==> config.mk <==
export PLATFORM = sky130hd
export DESIGN_NAME = command_frame_crc16_builder_top
export DESIGN_NICKNAME = d
export VERILOG_FILES = /design/src/hdl/cfcb_pkg.sv /design/src/hdl/cfcb_front.sv /design/src/hdl/cfcb_queue.sv /design/src/hdl/cfcb_back.sv /design/src/hdl/command_frame_crc16_builder_top.sv
export SDC_FILE = /design/constraint.sdc
export NUM_CORES = 1
export LEC_CHECK = 0
export BUFFER_PORTS_ARGS = -buffer_cell sky130_fd_sc_hd__buf_2
export CAP_MARGIN = 20
export CORE_MARGIN = 2
export CORE_UTILIZATION = 45
export DETAILED_ROUTE_END_ITERATION = 6
export GPL_ROUTABILITY_DRIVEN = 0
export REMOVE_ABC_BUFFERS = 1
export SYNTH_ARGS = -nofsm -noshare
export SYNTH_HDL_FRONTEND = slang
export SYNTH_SLANG_ARGS = --single-unit
==> constraint.sdc <==
create_clock -name aclk -period 5.89 [get_ports aclk]
set_input_delay 1.178 -clock aclk [delete_from_list [all_inputs] [get_ports aclk]]
set_output_delay 1.178 -clock aclk [all_outputs]
set_load 0.02 [all_outputs]
==> src/hdl/cfcb_pkg.sv <==
// shared types, constants and crc function for the command frame builder
package cfcb_pkg;

    localparam int MODE_W      = 3;
    localparam int ADDR_W      = 24;
    localparam int DATA_W      = 32;
    localparam int CODE_W      = 8;
    localparam int BYTE_W      = 8;
    localparam int CRC_W       = 16;
    localparam int IDX_W       = 4;
    localparam int S_TDATA_W   = 64;

    localparam logic [MODE_W-1:0] MODE_REQUEST   = 3'd0;
    localparam logic [MODE_W-1:0] MODE_OPEN_LOCK = 3'd1;
    localparam logic [MODE_W-1:0] MODE_UPDATE    = 3'd2;
    localparam logic [MODE_W-1:0] MODE_FINISH    = 3'd3;
    localparam logic [MODE_W-1:0] MODE_ERASE     = 3'd4;
    localparam logic [MODE_W-1:0] MODE_INFO      = 3'd5;

    localparam logic [CODE_W-1:0] CODE_REQUEST   = 8'hC1;
    localparam logic [CODE_W-1:0] CODE_OPEN_LOCK = 8'hC3;
    localparam logic [CODE_W-1:0] CODE_UPDATE    = 8'hC5;
    localparam logic [CODE_W-1:0] CODE_FINISH    = 8'hC7;
    localparam logic [CODE_W-1:0] CODE_ERASE     = 8'hC9;
    localparam logic [CODE_W-1:0] CODE_INFO      = 8'hB1;

    localparam logic [BYTE_W-1:0] HDR_BYTE0 = 8'h41;
    localparam logic [BYTE_W-1:0] HDR_BYTE1 = 8'h42;
    localparam logic [BYTE_W-1:0] HDR_BYTE2 = 8'h43;

    // byte positions within the 13-byte frame
    localparam logic [IDX_W-1:0] IDX_HDR1    = 4'd1;
    localparam logic [IDX_W-1:0] IDX_HDR2    = 4'd2;
    localparam logic [IDX_W-1:0] IDX_PAY_END = 4'd10;
    localparam logic [IDX_W-1:0] IDX_CRC_LO  = 4'd11;
    localparam logic [IDX_W-1:0] IDX_CRC_HI  = 4'd12;

    localparam logic [CRC_W-1:0] CRC_POLY = 16'h1021;

    // command code in the low byte so it leaves the payload shifter first
    typedef struct packed {
        logic [DATA_W-1:0] data;
        logic [ADDR_W-1:0] addr;
        logic [CODE_W-1:0] code;
    } entry_t;

    localparam int ENTRY_W = $bits(entry_t);

    function automatic logic [CRC_W-1:0] crc16_byte(input logic [CRC_W-1:0] crc,
                                                    input logic [BYTE_W-1:0] b);
        logic [CRC_W-1:0] c;
        c = crc ^ {b, 8'h00};
        for (int k = 0; k < BYTE_W; k++) begin
            if (c[CRC_W-1]) begin
                c = {c[CRC_W-2:0], 1'b0} ^ CRC_POLY;
            end else begin
                c = {c[CRC_W-2:0], 1'b0};
            end
        end
        return c;
    endfunction

endpackage

==> src/hdl/cfcb_front.sv <==
// front end: takes commands, drops undefined modes, builds queue entries
module cfcb_front (
    input  logic                           s_tvalid,
    output logic                           s_tready,
    input  logic [cfcb_pkg::S_TDATA_W-1:0] s_tdata,
    input  logic                           q_full,
    output logic                           q_push,
    output cfcb_pkg::entry_t               q_entry
);

    logic [cfcb_pkg::MODE_W-1:0] mode;
    logic [cfcb_pkg::ADDR_W-1:0] addr;
    logic [cfcb_pkg::DATA_W-1:0] data;
    logic                        mode_ok;
    logic                        carries_payload;

    assign mode = s_tdata[cfcb_pkg::MODE_W-1:0];
    assign addr = s_tdata[cfcb_pkg::MODE_W +: cfcb_pkg::ADDR_W];
    assign data = s_tdata[cfcb_pkg::MODE_W + cfcb_pkg::ADDR_W +: cfcb_pkg::DATA_W];

    always_comb begin
        mode_ok         = 1'b1;
        carries_payload = 1'b0;
        q_entry.code    = cfcb_pkg::CODE_REQUEST;
        unique case (mode)
            cfcb_pkg::MODE_REQUEST:   q_entry.code = cfcb_pkg::CODE_REQUEST;
            cfcb_pkg::MODE_OPEN_LOCK: q_entry.code = cfcb_pkg::CODE_OPEN_LOCK;
            cfcb_pkg::MODE_UPDATE: begin
                q_entry.code    = cfcb_pkg::CODE_UPDATE;
                carries_payload = 1'b1;
            end
            cfcb_pkg::MODE_FINISH: begin
                q_entry.code    = cfcb_pkg::CODE_FINISH;
                carries_payload = 1'b1;
            end
            cfcb_pkg::MODE_ERASE:     q_entry.code = cfcb_pkg::CODE_ERASE;
            cfcb_pkg::MODE_INFO:      q_entry.code = cfcb_pkg::CODE_INFO;
            default:                  mode_ok      = 1'b0;
        endcase
        q_entry.addr = carries_payload ? addr : '0;
        q_entry.data = carries_payload ? data : '0;
    end

    // undefined modes are accepted and dropped
    assign s_tready = !q_full;
    assign q_push   = s_tvalid && !q_full && mode_ok;

endmodule

==> src/hdl/cfcb_queue.sv <==
// short fifo of classified commands between front and back
module cfcb_queue #(
    parameter int DEPTH = 2
) (
    input  logic             aclk,
    input  logic             aresetn,
    input  logic             push,
    input  cfcb_pkg::entry_t push_entry,
    output logic             full,
    input  logic             pop,
    output logic             not_empty,
    output cfcb_pkg::entry_t head
);

    localparam int PTR_W = (DEPTH > 1) ? $clog2(DEPTH) : 1;
    localparam int CNT_W = $clog2(DEPTH + 1);
    localparam logic [PTR_W-1:0] PTR_LAST = PTR_W'(DEPTH - 1);
    localparam logic [CNT_W-1:0] CNT_FULL = CNT_W'(DEPTH);

    cfcb_pkg::entry_t slot_reg [DEPTH];
    logic [PTR_W-1:0] wr_ptr_reg, wr_ptr_next;
    logic [PTR_W-1:0] rd_ptr_reg, rd_ptr_next;
    logic [CNT_W-1:0] count_reg, count_next;

    assign full      = (count_reg == CNT_FULL);
    assign not_empty = (count_reg != '0);
    assign head      = slot_reg[rd_ptr_reg];

    always_comb begin
        wr_ptr_next = wr_ptr_reg;
        rd_ptr_next = rd_ptr_reg;
        count_next  = count_reg;
        if (push) begin
            wr_ptr_next = (wr_ptr_reg == PTR_LAST) ? '0 : wr_ptr_reg + 1'b1;
        end
        if (pop) begin
            rd_ptr_next = (rd_ptr_reg == PTR_LAST) ? '0 : rd_ptr_reg + 1'b1;
        end
        if (push && !pop) begin
            count_next = count_reg + 1'b1;
        end else if (pop && !push) begin
            count_next = count_reg - 1'b1;
        end
    end

    always_ff @(posedge aclk) begin
        if (!aresetn) begin
            wr_ptr_reg <= '0;
            rd_ptr_reg <= '0;
            count_reg  <= '0;
        end else begin
            wr_ptr_reg <= wr_ptr_next;
            rd_ptr_reg <= rd_ptr_next;
            count_reg  <= count_next;
        end
    end

    always_ff @(posedge aclk) begin
        if (push) begin
            slot_reg[wr_ptr_reg] <= push_entry;
        end
    end

    a_count_bound: assert property (@(posedge aclk) disable iff (!aresetn)
        count_reg <= CNT_FULL)
        else $error("queue count above depth");

    a_no_pop_empty: assert property (@(posedge aclk) disable iff (!aresetn)
        pop |-> not_empty)
        else $error("pop from empty queue");

    a_no_push_full: assert property (@(posedge aclk) disable iff (!aresetn)
        push |-> !full)
        else $error("push into full queue");

endmodule

==> src/hdl/cfcb_back.sv <==
// back end: serializes one frame per entry and folds the crc in as bytes go out
module cfcb_back (
    input  logic                        aclk,
    input  logic                        aresetn,
    input  logic                        q_not_empty,
    input  cfcb_pkg::entry_t            q_head,
    output logic                        q_pop,
    output logic                        m_tvalid,
    input  logic                        m_tready,
    output logic [cfcb_pkg::BYTE_W-1:0] m_tdata,
    output logic                        m_tlast
);

    logic                          active_reg, active_next;
    logic [cfcb_pkg::IDX_W-1:0]    idx_reg, idx_next;
    logic [cfcb_pkg::ENTRY_W-1:0]  pay_reg, pay_next;
    logic [cfcb_pkg::CRC_W-1:0]    crc_reg, crc_next;
    logic                          m_tvalid_reg, m_tvalid_next;
    logic                          m_tlast_reg, m_tlast_next;
    logic [cfcb_pkg::BYTE_W-1:0]   m_tdata_reg, m_tdata_next;
    logic                          advance;

    // output register is free or its byte is being taken
    assign advance = !m_tvalid_reg || m_tready;
    assign q_pop   = advance && !active_reg && q_not_empty;

    always_comb begin
        active_next   = active_reg;
        idx_next      = idx_reg;
        pay_next      = pay_reg;
        crc_next      = crc_reg;
        m_tvalid_next = m_tvalid_reg;
        m_tlast_next  = m_tlast_reg;
        m_tdata_next  = m_tdata_reg;
        if (q_pop) begin
            active_next   = 1'b1;
            idx_next      = cfcb_pkg::IDX_HDR1;
            pay_next      = q_head;
            crc_next      = '0;
            m_tvalid_next = 1'b1;
            m_tlast_next  = 1'b0;
            m_tdata_next  = cfcb_pkg::HDR_BYTE0;
        end else if (advance && active_reg) begin
            m_tvalid_next = 1'b1;
            idx_next      = idx_reg + 1'b1;
            priority if (idx_reg == cfcb_pkg::IDX_HDR1) begin
                m_tdata_next = cfcb_pkg::HDR_BYTE1;
            end else if (idx_reg == cfcb_pkg::IDX_HDR2) begin
                m_tdata_next = cfcb_pkg::HDR_BYTE2;
            end else if (idx_reg <= cfcb_pkg::IDX_PAY_END) begin
                m_tdata_next = pay_reg[cfcb_pkg::BYTE_W-1:0];
                pay_next     = pay_reg >> cfcb_pkg::BYTE_W;
                crc_next     = cfcb_pkg::crc16_byte(crc_reg, pay_reg[cfcb_pkg::BYTE_W-1:0]);
            end else if (idx_reg == cfcb_pkg::IDX_CRC_LO) begin
                m_tdata_next = crc_reg[cfcb_pkg::BYTE_W-1:0];
            end else begin
                m_tdata_next = crc_reg[cfcb_pkg::CRC_W-1:cfcb_pkg::BYTE_W];
                m_tlast_next = 1'b1;
                active_next  = 1'b0;
            end
        end else if (advance) begin
            m_tvalid_next = 1'b0;
        end
    end

    always_ff @(posedge aclk) begin
        if (!aresetn) begin
            active_reg   <= 1'b0;
            idx_reg      <= '0;
            m_tvalid_reg <= 1'b0;
            m_tlast_reg  <= 1'b0;
        end else begin
            active_reg   <= active_next;
            idx_reg      <= idx_next;
            m_tvalid_reg <= m_tvalid_next;
            m_tlast_reg  <= m_tlast_next;
        end
    end

    always_ff @(posedge aclk) begin
        pay_reg     <= pay_next;
        crc_reg     <= crc_next;
        m_tdata_reg <= m_tdata_next;
    end

    assign m_tvalid = m_tvalid_reg;
    assign m_tlast  = m_tlast_reg;
    assign m_tdata  = m_tdata_reg;

    a_idx_range: assert property (@(posedge aclk) disable iff (!aresetn)
        active_reg |-> (idx_reg <= cfcb_pkg::IDX_CRC_HI))
        else $error("frame byte index out of range");

    a_last_is_crc_hi: assert property (@(posedge aclk) disable iff (!aresetn)
        (m_tvalid_reg && m_tlast_reg)
            |-> (m_tdata_reg == crc_reg[cfcb_pkg::CRC_W-1:cfcb_pkg::BYTE_W]))
        else $error("last byte differs from crc high byte");

    a_last_ends_frame: assert property (@(posedge aclk) disable iff (!aresetn)
        m_tlast_reg |-> !active_reg)
        else $error("frame still running after last byte");

    a_pop_starts_frame: assert property (@(posedge aclk) disable iff (!aresetn)
        q_pop |=> (active_reg && m_tvalid_reg && !m_tlast_reg
                   && (m_tdata_reg == cfcb_pkg::HDR_BYTE0)))
        else $error("new frame did not start with header");

endmodule

==> src/hdl/command_frame_crc16_builder_top.sv <==
// top level of the crc16 command frame builder
//
//  channel | dir | tdata (low bit up)                          | tlast
//  s_      | in  | mode[2:0] address_bytes[26:3] data_word[58:27] | -
//  m_      | out | frame_byte[7:0]                             | last frame byte
//
// each command gives 13 bytes, one per cycle when m_tready stays high; the
// one-byte output register and serializer set that rate.
// undefined modes (6, 7) are taken and dropped with no output.
// reset clears the queue and serializer control; no clearing pass.
// a stalled output holds its byte; the front keeps taking commands until the
// queue of QUEUE_DEPTH entries fills.
module command_frame_crc16_builder_top #(
    parameter int QUEUE_DEPTH = 2
) (
    input  logic                           aclk,
    input  logic                           aresetn,
    input  logic                           s_tvalid,
    output logic                           s_tready,
    // mode[2:0], address_bytes[26:3], data_word[58:27], zero above
    input  logic [cfcb_pkg::S_TDATA_W-1:0] s_tdata,
    output logic                           m_tvalid,
    input  logic                           m_tready,
    // frame_byte[7:0]
    output logic [cfcb_pkg::BYTE_W-1:0]    m_tdata,
    output logic                           m_tlast
);

    logic             q_full;
    logic             q_push;
    logic             q_pop;
    logic             q_not_empty;
    cfcb_pkg::entry_t q_in;
    cfcb_pkg::entry_t q_head;

    cfcb_front u_front (
        .s_tvalid (s_tvalid),
        .s_tready (s_tready),
        .s_tdata  (s_tdata),
        .q_full   (q_full),
        .q_push   (q_push),
        .q_entry  (q_in)
    );

    cfcb_queue #(
        .DEPTH (QUEUE_DEPTH)
    ) u_queue (
        .aclk       (aclk),
        .aresetn    (aresetn),
        .push       (q_push),
        .push_entry (q_in),
        .full       (q_full),
        .pop        (q_pop),
        .not_empty  (q_not_empty),
        .head       (q_head)
    );

    cfcb_back u_back (
        .aclk        (aclk),
        .aresetn     (aresetn),
        .q_not_empty (q_not_empty),
        .q_head      (q_head),
        .q_pop       (q_pop),
        .m_tvalid    (m_tvalid),
        .m_tready    (m_tready),
        .m_tdata     (m_tdata),
        .m_tlast     (m_tlast)
    );

endmodule

==> results of run 1 <==
## routing by layer
metal,vias up,share of wire,GRT usage
li1,2527,-,-
met1,2390,0.45,0.183
met2,84,0.48,0.252
met3,29,0.036,0.0263
met4,0,0.025,0.0398
met5,-,0,0
## cell usage after synthesis, drive strengths merged (2+ instances only)
library cell | instances | share of area
a31o | 3 | 0.0029
nand2b | 6 | 0.0041
a211oi | 3 | 0.0030
buf | 19 | 0.015
dfxtp | 36 | 0.079
nor3 | 7 | 0.0062
inv | 5 | 0.0021
xnor2 | 17 | 0.016
clkbuf | 16 | 0.0066
nand2 | 79 | 0.033
mux2i | 68 | 0.075
nor2 | 44 | 0.018
a21oi | 13 | 0.0084
and3 | 3 | 0.0021
edfxtp | 186 | 0.61
nor2b | 7 | 0.0048
a21boi | 2 | 0.0016
xor2 | 13 | 0.012
o21ai | 65 | 0.037
ha | 6 | 0.0082
and2 | 61 | 0.042
## worst min-delay path by stage
stage	from	cells past startpoint	slack, ns	endpoint
after global routing	u_back.m_tdata[5]$_SDFFE_PP0P_	2	0.47	u_back.m_tdata[5]$_SDFFE_PP0P_
after CTS	u_back.m_tdata[5]$_SDFFE_PP0P_	2	0.45	u_back.m_tdata[5]$_SDFFE_PP0P_
after detailed placement	u_back.m_tdata[5]$_SDFFE_PP0P_	2	0.44	u_back.m_tdata[5]$_SDFFE_PP0P_
after global placement	u_back.m_tdata[7]$_SDFFE_PP0P_	2	0.43	u_back.m_tdata[7]$_SDFFE_PP0P_
final	u_back.m_tdata[5]$_SDFFE_PP0P_	2	0.45	u_back.m_tdata[5]$_SDFFE_PP0P_
after floorplan	u_back.crc_reg[10]$_SDFFE_PP0P_	2	0.46	u_back.crc_reg[10]$_SDFFE_PP0P_
## critical path: stages
cell and delay [ns]:
buf_2 0.09, nor2b_1 0.07, nor3_4 0.65, inv_4 0.51
nand2_4 0.85
## report_power, final
part,switching [uW],internal [uW],leakage [uW],total (uW)
Sequential,189,2340,0.00207,2530
Combinational,999,588,0.00131,1590
Clock,568,764,0.000333,1330
Total,1760,3690,0.00371,5450
## logic make-up (layout without fill, tap and decap cells)
| group | Yosys count | count (layout) | share of synthesized area |
|---|---|---|---|
| buf+inv | 40 | 126 | 0.0236 |
| xor+xnor | 30 | 30 | 0.0288 |
| simple gates | 212 | 212 | 0.114 |
| mux | 68 | 68 | 0.0746 |
| compound gates | 91 | 91 | 0.0599 |
| fa+ha+maj | 6 | 6 | 0.00823 |
| flops | 222 | 222 | 0.691 |
## stage by stage
step                std cells  total power [uW]  utilization
floorplan                 634              3760            -
global placement          979              4100        0.483
detailed placement        980              4160        0.483
CTS                      1024              5510        0.518
global route             1025              5800        0.519
finish                   1025              5450        0.519
## area by class of cell
| cell class | count | area (sq um) | share of cell area |
|---|---|---|---|
| sequential | 222 | 6310 | 0.607 |
| multi-input combinational | 407 | 2620 | 0.252 |
| clock buffer | 40 | 661 | 0.0635 |
| timing repair buffer | 77 | 419 | 0.0403 |
| tap | 270 | 338 | 0.0325 |
| clock inverter | 4 | 31.3 | 0.00301 |
| inverter | 5 | 21.3 | 0.00204 |
==> out/results.tsv, run 1 <==
metric	value	unit
status	finished clean	
library cells used by synthesis	43	
Synth Flop Type	edfxtp_1	
Worst Path Required	6.01	ns
via count	5030	
Fin Hold WS	0.446	ns
Final Cycle Share	0.556	
Port Buffers	73	
number of synthesized flops with an enable pin	186	
Root Buffer	clkbuf_16	
CP Capture Point	u_back.pay_reg[7]$_SDFFCE_PP1P_	
total gr overflow	0	
post-DR wirelength/cell	15.0	microns
Std-Cell Rows	52	
Die ar.	0.0214	sq mm
PostCTS Resize Cnt	0	
setup violators final	0	
Slew Viols, Final	0	
Synth Warn #	0	
max reg flops	122	
CP Class	in2reg	
Power Dens Cells	524	mW/mm^2
total CTS buffers	24	
critical path peak fanout	84	
postcts setup bufs	0	
first-pass GRT wire length	24800	microns
reg2reg start	u_queue.count_reg[0]$_SDFFE_PN0P_	
dpl hpwl	8430	microns
cts hold-fix bufs	0	
1st-iter DRT viols	227	
CP Data Arrival Time	3.40	ns
Final TNS setup	0	ns
area delta synth->final	14.0	%
Detailed Route WL	15400	microns
count of final hold-check violations	0	
sequential-to-total area share from yosys stat	0.691	
# fillers	1768	
vias in the first global route	4955	
Max transition margin	0.313	
measured slew at the worst slew-check pin	1.03	ns
placed cell areas	0.00968	sq mm
min Tclk post-route	3.27	ns
die width	146	microns
Seq cells post-synth	222	
most frequent cells in the layout	edfxtp_1 (186), nand2_1 (78), buf_2 (73), mux2i_1 (68), and2_1 (60)	
largest net degree at the start of global routing	85	
Final WS setup	2.62	ns
Synth Area per Inst	13.6	sq um
post-synthesis async set-or-reset flop share	0	
DR pass1 iterations	6	
Total Nets Final	811	
Max Cap Viol	0	
worst skew pair latency	0.51	ns
# clock sinks	222	
I/O pin cnt	79	
antenna-violating nets left	0	
Synth Instances	669	
Max Clk Rate	305	MHz
clk slew on worst S/H paths	0.06	ns
htree depth	1	
Critical Path Sink Type	register	
TritonCTS clock tree	done	
CTS max path bufs	3	
Hold Crit Class	reg2reg	
R2R Setup Slk	2.90	ns
initial antenna violation count	0	
peak supply drop	0.228	mV
CP Launch Point	m_tready	
vias per inst	4.91	
P_leak	0.00371	uW
antenna cells	0	
most common cell after layout, fill and taps aside	edfxtp_1	
skew final	0.0150	ns
R2R Path End	u_back.pay_reg[7]$_SDFFCE_PP1P_	
pre-CTS setup slack	2.00	ns
core area	0.0200	sq mm
Finished Cell Area	0.0104	sq mm
unrepaired setup endpoints after global routing	false	
critical path launch point type	primary input	
initial cell density of the core	0.455	
drc violations	0	
Die Y	146	microns
overall routing resource usage	0.143	
cells on worst reg2reg path	4	
share of post-route cells with drive strength above 1	0.162	
post-synthesis instance area	0.00912	sq mm
Note: power is estimated with default switching activity, not from simulation.
==> run 2: changes to the inputs <==
--- a/config.mk
+++ b/config.mk
@@ -5,12 +5,14 @@
 export SDC_FILE = /design/constraint.sdc
 export NUM_CORES = 1
 export LEC_CHECK = 0
+export ABC_AREA = 1
 export BUFFER_PORTS_ARGS = -buffer_cell sky130_fd_sc_hd__buf_2
 export CAP_MARGIN = 20
 export CORE_MARGIN = 2
 export CORE_UTILIZATION = 45
 export DETAILED_ROUTE_END_ITERATION = 6
 export GPL_ROUTABILITY_DRIVEN = 0
+export PLACE_DENSITY = 0.65
 export REMOVE_ABC_BUFFERS = 1
 export SYNTH_ARGS = -nofsm -noshare
 export SYNTH_HDL_FRONTEND = slang
==> constraint.sdc (replaced) <==
create_clock -name aclk -period 2.99 [get_ports aclk]
set_input_delay 0.598 -clock aclk [delete_from_list [all_inputs] [get_ports aclk]]
set_output_delay 0.598 -clock aclk [all_outputs]
set_load 0.02 [all_outputs]
==> run 2 against run 1 <==
Against the previous run:
- routed wire length rose by 12%
- synthesized cell count rose by 40%
- largest power group unchanged
- die area up 3.4%
- clock power rose by 110%
- critical endpoint is now u_back.pay_reg[20]$_DFFE_PP_
- register-to-register slack got worse by 2.1 ns
- via count grew 27%
- setup slack worse by 1.8 ns
- sequential share of layout area shrank 3.1 points
- core utilization is 1.8 points higher
==> out/results.tsv, run 2 <==
metric	value	unit
status	finished clean	
DR pass1 iterations	5	
dpl hpwl	10400	microns
worst skew pair latency	0.53	ns
drc violations	0	
R2R Setup Slk	0.83	ns
first-pass GRT wire length	28800	microns
share of the synthesized area in the top cell type	0.592	
Port Buffers	73	
Power Dens Cells	1020	mW/mm^2
I/O pin cnt	79	
Synth Warn #	0	
initial cell density of the core	0.462	
CP Data Arrival Time	2.39	ns
simple logic cell fraction of the synthesized area	0.191	
Die Y	149	microns
Max Clk Rate	462	MHz
Compound-Gate Fraction of Synth Area	0.0709	
cell with the most instances after synthesis	nand2_1	
# clock sinks	222	
CP Depth	9	
P_leak	0.00486	uW
share of post-route cells with drive strength above 1	0.136	
area delta synth->final	16.2	%
initial antenna violation count	0	
postcts setup bufs	0	
main combinational cell family by area after synthesis	simple AND/OR/NAND/NOR gates	
final core occ	0.537	
antenna cells	0	
post-DR wirelength/cell	13.3	microns
CTS max path bufs	3	
die width	149	microns
clk slew on worst S/H paths	0.06	ns
skew final	0.0222	ns
crit-path cells	inv_1 -> ha_1 -> inv_1 -> nand2_1 -> nand2_1 -> nand2_2 -> nand3_4 -> nand2_4 -> buf_4	
Worst Path Required	3.21	ns
Slew Viols, Final	0	
hold path cells	3	
pre-CTS setup slack	0.653	ns
TritonCTS clock tree	done	
max reg flops	122	
Buf/Inv on CP	3	
peak supply drop	0.656	mV
post-synthesis async set-or-reset flop share	0	
post-synthesis instance area	0.00944	sq mm
delay of the slowest critical-path stage	0.35	ns
multiplexer share of the synthesized area	0	
sequential-to-total area share from yosys stat	0.668	
htree depth	1	
vias per inst	4.89	
Synth Area per Inst	10.1	sq um
placed cell areas	0.0102	sq mm
Detailed Route WL	17300	microns
Synth Area in Adders	0.00795	
largest area contributor in the synthesized netlist	edfxtp_1	
Final WS setup	0.827	ns
Final Cycle Share	0.723	
ranking of synthesized cells by area	edfxtp_1 (59%), nand2_1 (11%), dfxtp_1 (7.6%)	
total gr overflow	0	
Finished Cell Area	0.0110	sq mm
overall routing resource usage	0.160	
min Tclk post-route	2.16	ns
measured slew at the worst slew-check pin	0.720	ns
Post-Layout Cell Count	1303	
most frequent cells in the layout	nand2_1 (279), edfxtp_1 (186), nor2_1 (148), inv_1 (102), buf_2 (73)	
largest net degree at the start of global routing	62	
vias in the first global route	6080	
Die ar.	0.0222	sq mm
Total Nets Final	1089	
critical path peak fanout	26	
cells on worst reg2reg path	9	
Max Cap Viol	0	
Pwr Total	11200	uW
Root Buffer	clkbuf_16	
via count	6369	
setup violators final	0	
Synth Flop Type	edfxtp_1	
critical path launch point type	register	
CP max-delay cell	nand2_4	
Critical Path Sink Type	register	
PostCTS Resize Cnt	0	
Hold Crit Class	in2reg	
most instantiated cells after synthesis	nand2_1 (280), edfxtp_1 (186), nor2_1 (150)	
number of synthesized flops with an enable pin	186	
antenna-violating nets left	0	
most common cell after layout, fill and taps aside	nand2_1	
Max transition margin	0.520	
1st-iter DRT viols	459	
post-synthesis xor/xnor area fraction	0.000928	
core area	0.0204	sq mm
Synth Instances	938	
cts hold-fix bufs	0	
total CTS buffers	24	
CP delay by family, top	simple AND/OR/NAND/NOR gates	
Seq cells post-synth	222	
CP Class	reg2reg	
# fillers	1837	
DP Cell Count	1259	
Std-Cell Rows	52	
library cells used by synthesis	26	
unrepaired setup endpoints after global routing	false	
count of final hold-check violations	0	
-- run 2: area by class of cell --
type	instances	area, sq um	share of cell area
flip-flops and latches	222	6310	0.575
multi-input cells	573	2590	0.236
clock buffers	26	608	0.0555
repair buffers	88	566	0.0516
inverters	106	398	0.0363
well taps	270	338	0.0308
clock inverters	18	156	0.0143
-- run 2: path summary, 6_finish.rpt --
path | from | endpoint
worst max-delay path | u_back.idx_reg[0]$_SDFFE_PN0P_ | u_back.pay_reg[20]$_DFFE_PP_
worst min-delay path | s_tdata[57] | u_queue.slot_reg[0][61]$_DFFE_PP_
worst max register to register | u_back.idx_reg[0]$_SDFFE_PN0P_ | u_back.pay_reg[20]$_DFFE_PP_
worst min register to register | u_back.m_tdata[2]$_SDFFE_PP0P_ | u_back.m_tdata[2]$_SDFFE_PP0P_
-- run 2: per-stage QoR --
stage / hold WS (ns) / setup TNS [ns]
2_1_floorplan: 0.463 / -361.13
3_3_place_gp: 0.432 / 0
3_5_place_dp: 0.436 / 0
4_1_cts: 0.318 / 0
5_1_grt: 0.337 / 0
6_report: 0.346 / 0
-- run 2: metal layers --
layer / track usage / vias up / wire length [microns]
li1: - / 3246 / -
met1: 0.213 / 2982 / 7990
met2: 0.276 / 108 / 8310
met3: 0.0269 / 33 / 660
met4: 0.0381 / 0 / 350
met5: 0 / - / 0
-- run 2: worst register-to-register path: cells and delay by family (launching register included) --
kind,cells,cell delay (ns)
adder cells (fa/ha/maj),1,0.17
buffers and inverters,3,0.42
AND/OR/NAND/NOR,5,0.93
flip-flops,1,0.34
-- run 2: report_power, final --
| group | leakage (uW) | internal [uW] | switching, uW |
|---|---|---|---|
| clock | 0.000380 | 1650 | 1180 |
| sequential | 0.00208 | 4600 | 301 |
| combinational | 0.00240 | 1120 | 2350 |
| total | 0.00486 | 7370 | 3830 |
-- run 2: kinds of logic after synthesis --
group | count (synthesis)
adders and majority gates | 6
xor gates and xnor gates | 1
and+or+nand+nor | 463
buffers and inverters | 143
DFF | 222
AOI/OAI and AO/OA | 103
==> run 3: changes to the inputs <==
--- a/config.mk
+++ b/config.mk
@@ -5,7 +5,7 @@
 export SDC_FILE = /design/constraint.sdc
 export NUM_CORES = 1
 export LEC_CHECK = 0
-export ABC_AREA = 1
+export ABC_AREA = 0
 export BUFFER_PORTS_ARGS = -buffer_cell sky130_fd_sc_hd__buf_2
 export CAP_MARGIN = 20
 export CORE_MARGIN = 2
==> constraint.sdc (replaced) <==
create_clock -name aclk -period 1.9 [get_ports aclk]
set_input_delay 0.38 -clock aclk [delete_from_list [all_inputs] [get_ports aclk]]
set_output_delay 0.38 -clock aclk [all_outputs]
set_load 0.02 [all_outputs]
==> run 3 against run 2 <==
Against the previous run:
- global-route usage down 0.99 points
- cell count down 19%
- register-to-register slack worse by 0.71 ns
- critical endpoint is now u_back.pay_reg[39]$_DFFE_PP_
- sequential power up 60%
- combinational power up 63%
==> out/results.tsv, run 3 (synthesis results as in run 1) <==
metric	value	unit
status	finished clean	
1st-iter DRT viols	322	
final core occ	0.539	
CP Class	reg2reg	
Post-Layout Cell Count	1049	
initial cell density of the core	0.455	
cells on worst reg2reg path	7	
postcts setup bufs	0	
max reg flops	122	
Worst Path Required	2.11	ns
# fillers	1695	
Max Cap Viol	0	
R2R Path End	u_back.pay_reg[39]$_DFFE_PP_	
peak supply drop	0.762	mV
htree depth	1	
TritonCTS clock tree	done	
min Tclk post-route	1.78	ns
hold path cells	2	
DP Cell Count	1004	
most common cell after layout, fill and taps aside	edfxtp_1	
met2 wire length	8010	microns
total gr overflow	0	
crit-path cells	inv_1 -> ha_1 -> nor2_2 -> o311ai_4 -> nand2b_4 -> nand2_4 -> buf_4	
vias in the first global route	5444	
first-pass GRT wire length	26400	microns
Slew Viols, Final	0	
critical path peak fanout	11	
Critical Path Sink Type	register	
placed cell areas	0.00998	sq mm
CP Data Arrival Time	1.99	ns
via count	5203	
Finished Cell Area	0.0108	sq mm
Worst Hold End	u_queue.slot_reg[0][47]$_DFFE_PP_	
Detailed Route WL	16100	microns
Final TNS setup	0	ns
cts hold-fix bufs	0	
antenna-violating nets left	0	
CP max-delay cell	dfxtp_2	
largest net degree at the start of global routing	50	
DR pass1 iterations	4	
I/O pin cnt	79	
most frequent cells in the layout	edfxtp_1 (186), nand2_1 (78), buf_2 (73), mux2i_1 (68), and2_1 (60)	
worst skew pair latency	0.51	ns
Root Buffer	clkbuf_16	
Std-Cell Rows	52	
R2R Setup Slk	0.12	ns
CTS max path bufs	3	
# clock sinks	222	
Die Y	146	microns
critical path launch point type	register	
post-DR wirelength/cell	15.3	microns
delay of the slowest critical-path stage	0.37	ns
M1 WL	7190	microns
clk slew on worst S/H paths	0.06	ns
Max transition margin	0.696	
die width	146	microns
Power Dens Cells	1660	mW/mm^2
area delta synth->final	18.3	%
share of post-route cells with drive strength above 1	0.202	
P_leak	0.00392	uW
Final Cycle Share	0.938	
setup violators final	0	
skew final	0.0184	ns
Max Clk Rate	561	MHz
Hold Startpoint	s_tdata[43]	
initial antenna violation count	0	
total CTS buffers	24	
measured slew at the worst slew-check pin	0.455	ns
Hold Crit Class	in2reg	
routed wl met3	599	microns
Port Buffers	73	
Total Nets Final	835	
vias per inst	4.96	
Pwr Total	17900	uW
overall routing resource usage	0.150	
count of final hold-check violations	0	
reg2reg start	u_back.idx_reg[0]$_SDFFE_PN0P_	
drc violations	0	
Die ar.	0.0214	sq mm
Max Used Layer	met4	
core area	0.0200	sq mm
antenna cells	0	
dpl hpwl	10200	microns
-- run 3: cell type report --
cell class	count	area [sq um]	share of cell area
tap	270	338	0.0313
inverter	5	21.3	0.00197
multi-input combinational	407	2630	0.244
clock buffer	29	641	0.0593
clock inverter	15	125	0.0116
sequential	222	6310	0.585
timing repair buffer	101	724	0.0671
-- run 3: layer usage --
metal,up-vias,track usage
met2,96,0.262
li1,2571,-
met1,2508,0.193
met3,28,0.0259
met5,-,0
met4,0,0.0442
-- run 3: how the worst max path moves through the flow --
| stage | depth (start not counted) | start | endpoint |
|---|---|---|---|
| after floorplan | 3 | u_queue.count_reg[0]$_SDFFE_PN0P_ | u_queue.slot_reg[0][10]$_DFFE_PP_ |
| after global placement | 7 | u_back.idx_reg[0]$_SDFFE_PN0P_ | u_back.pay_reg[62]$_SDFFCE_PN0P_ |
| after detailed placement | 7 | u_back.idx_reg[1]$_SDFFE_PP0P_ | u_back.pay_reg[59]$_SDFFCE_PN0P_ |
| after CTS | 7 | u_back.idx_reg[0]$_SDFFE_PN0P_ | u_back.pay_reg[33]$_DFFE_PP_ |
| after global routing | 9 | u_back.idx_reg[0]$_SDFFE_PN0P_ | u_back.crc_reg[2]$_SDFFE_PP0P_ |
| final | 7 | u_back.idx_reg[0]$_SDFFE_PN0P_ | u_back.pay_reg[39]$_DFFE_PP_ |
-- run 3: report_power, final --
part	internal [uW]	total [uW]	leakage, uW	switching, uW
Clock	2670	4450	0.000374	1780
Combinational	2400	5660	0.00147	3260
Sequential	7210	7830	0.00208	620
-- run 3: through the flow --
step	hold slack, ns	setup slack (ns)
global placement	0.430	0.0406
finish	0.182	0.118
floorplan	0.457	-2.23
detailed placement	0.445	0.00274
global route	0.178	-0.0000426
CTS	0.167	0.0637
-- run 3: critical path, delay by kind of cell (launching register included) --
kind | cells | cell delay (ns)
fa+ha+maj | 1 | 0.24
simple gates | 3 | 0.47
compound gates | 1 | 0.10
flops | 1 | 0.37
buf+inv | 2 | 0.30
-- run 3: timing repair --
| action | 4_1_cts | 5_1_grt |
|---|---|---|
| cloned | 1 | 0 |
| resized for setup | 4 | 3 |
| pin swaps | 0 | 0 |
| endpoints found under the setup margin | 43 | 20 |
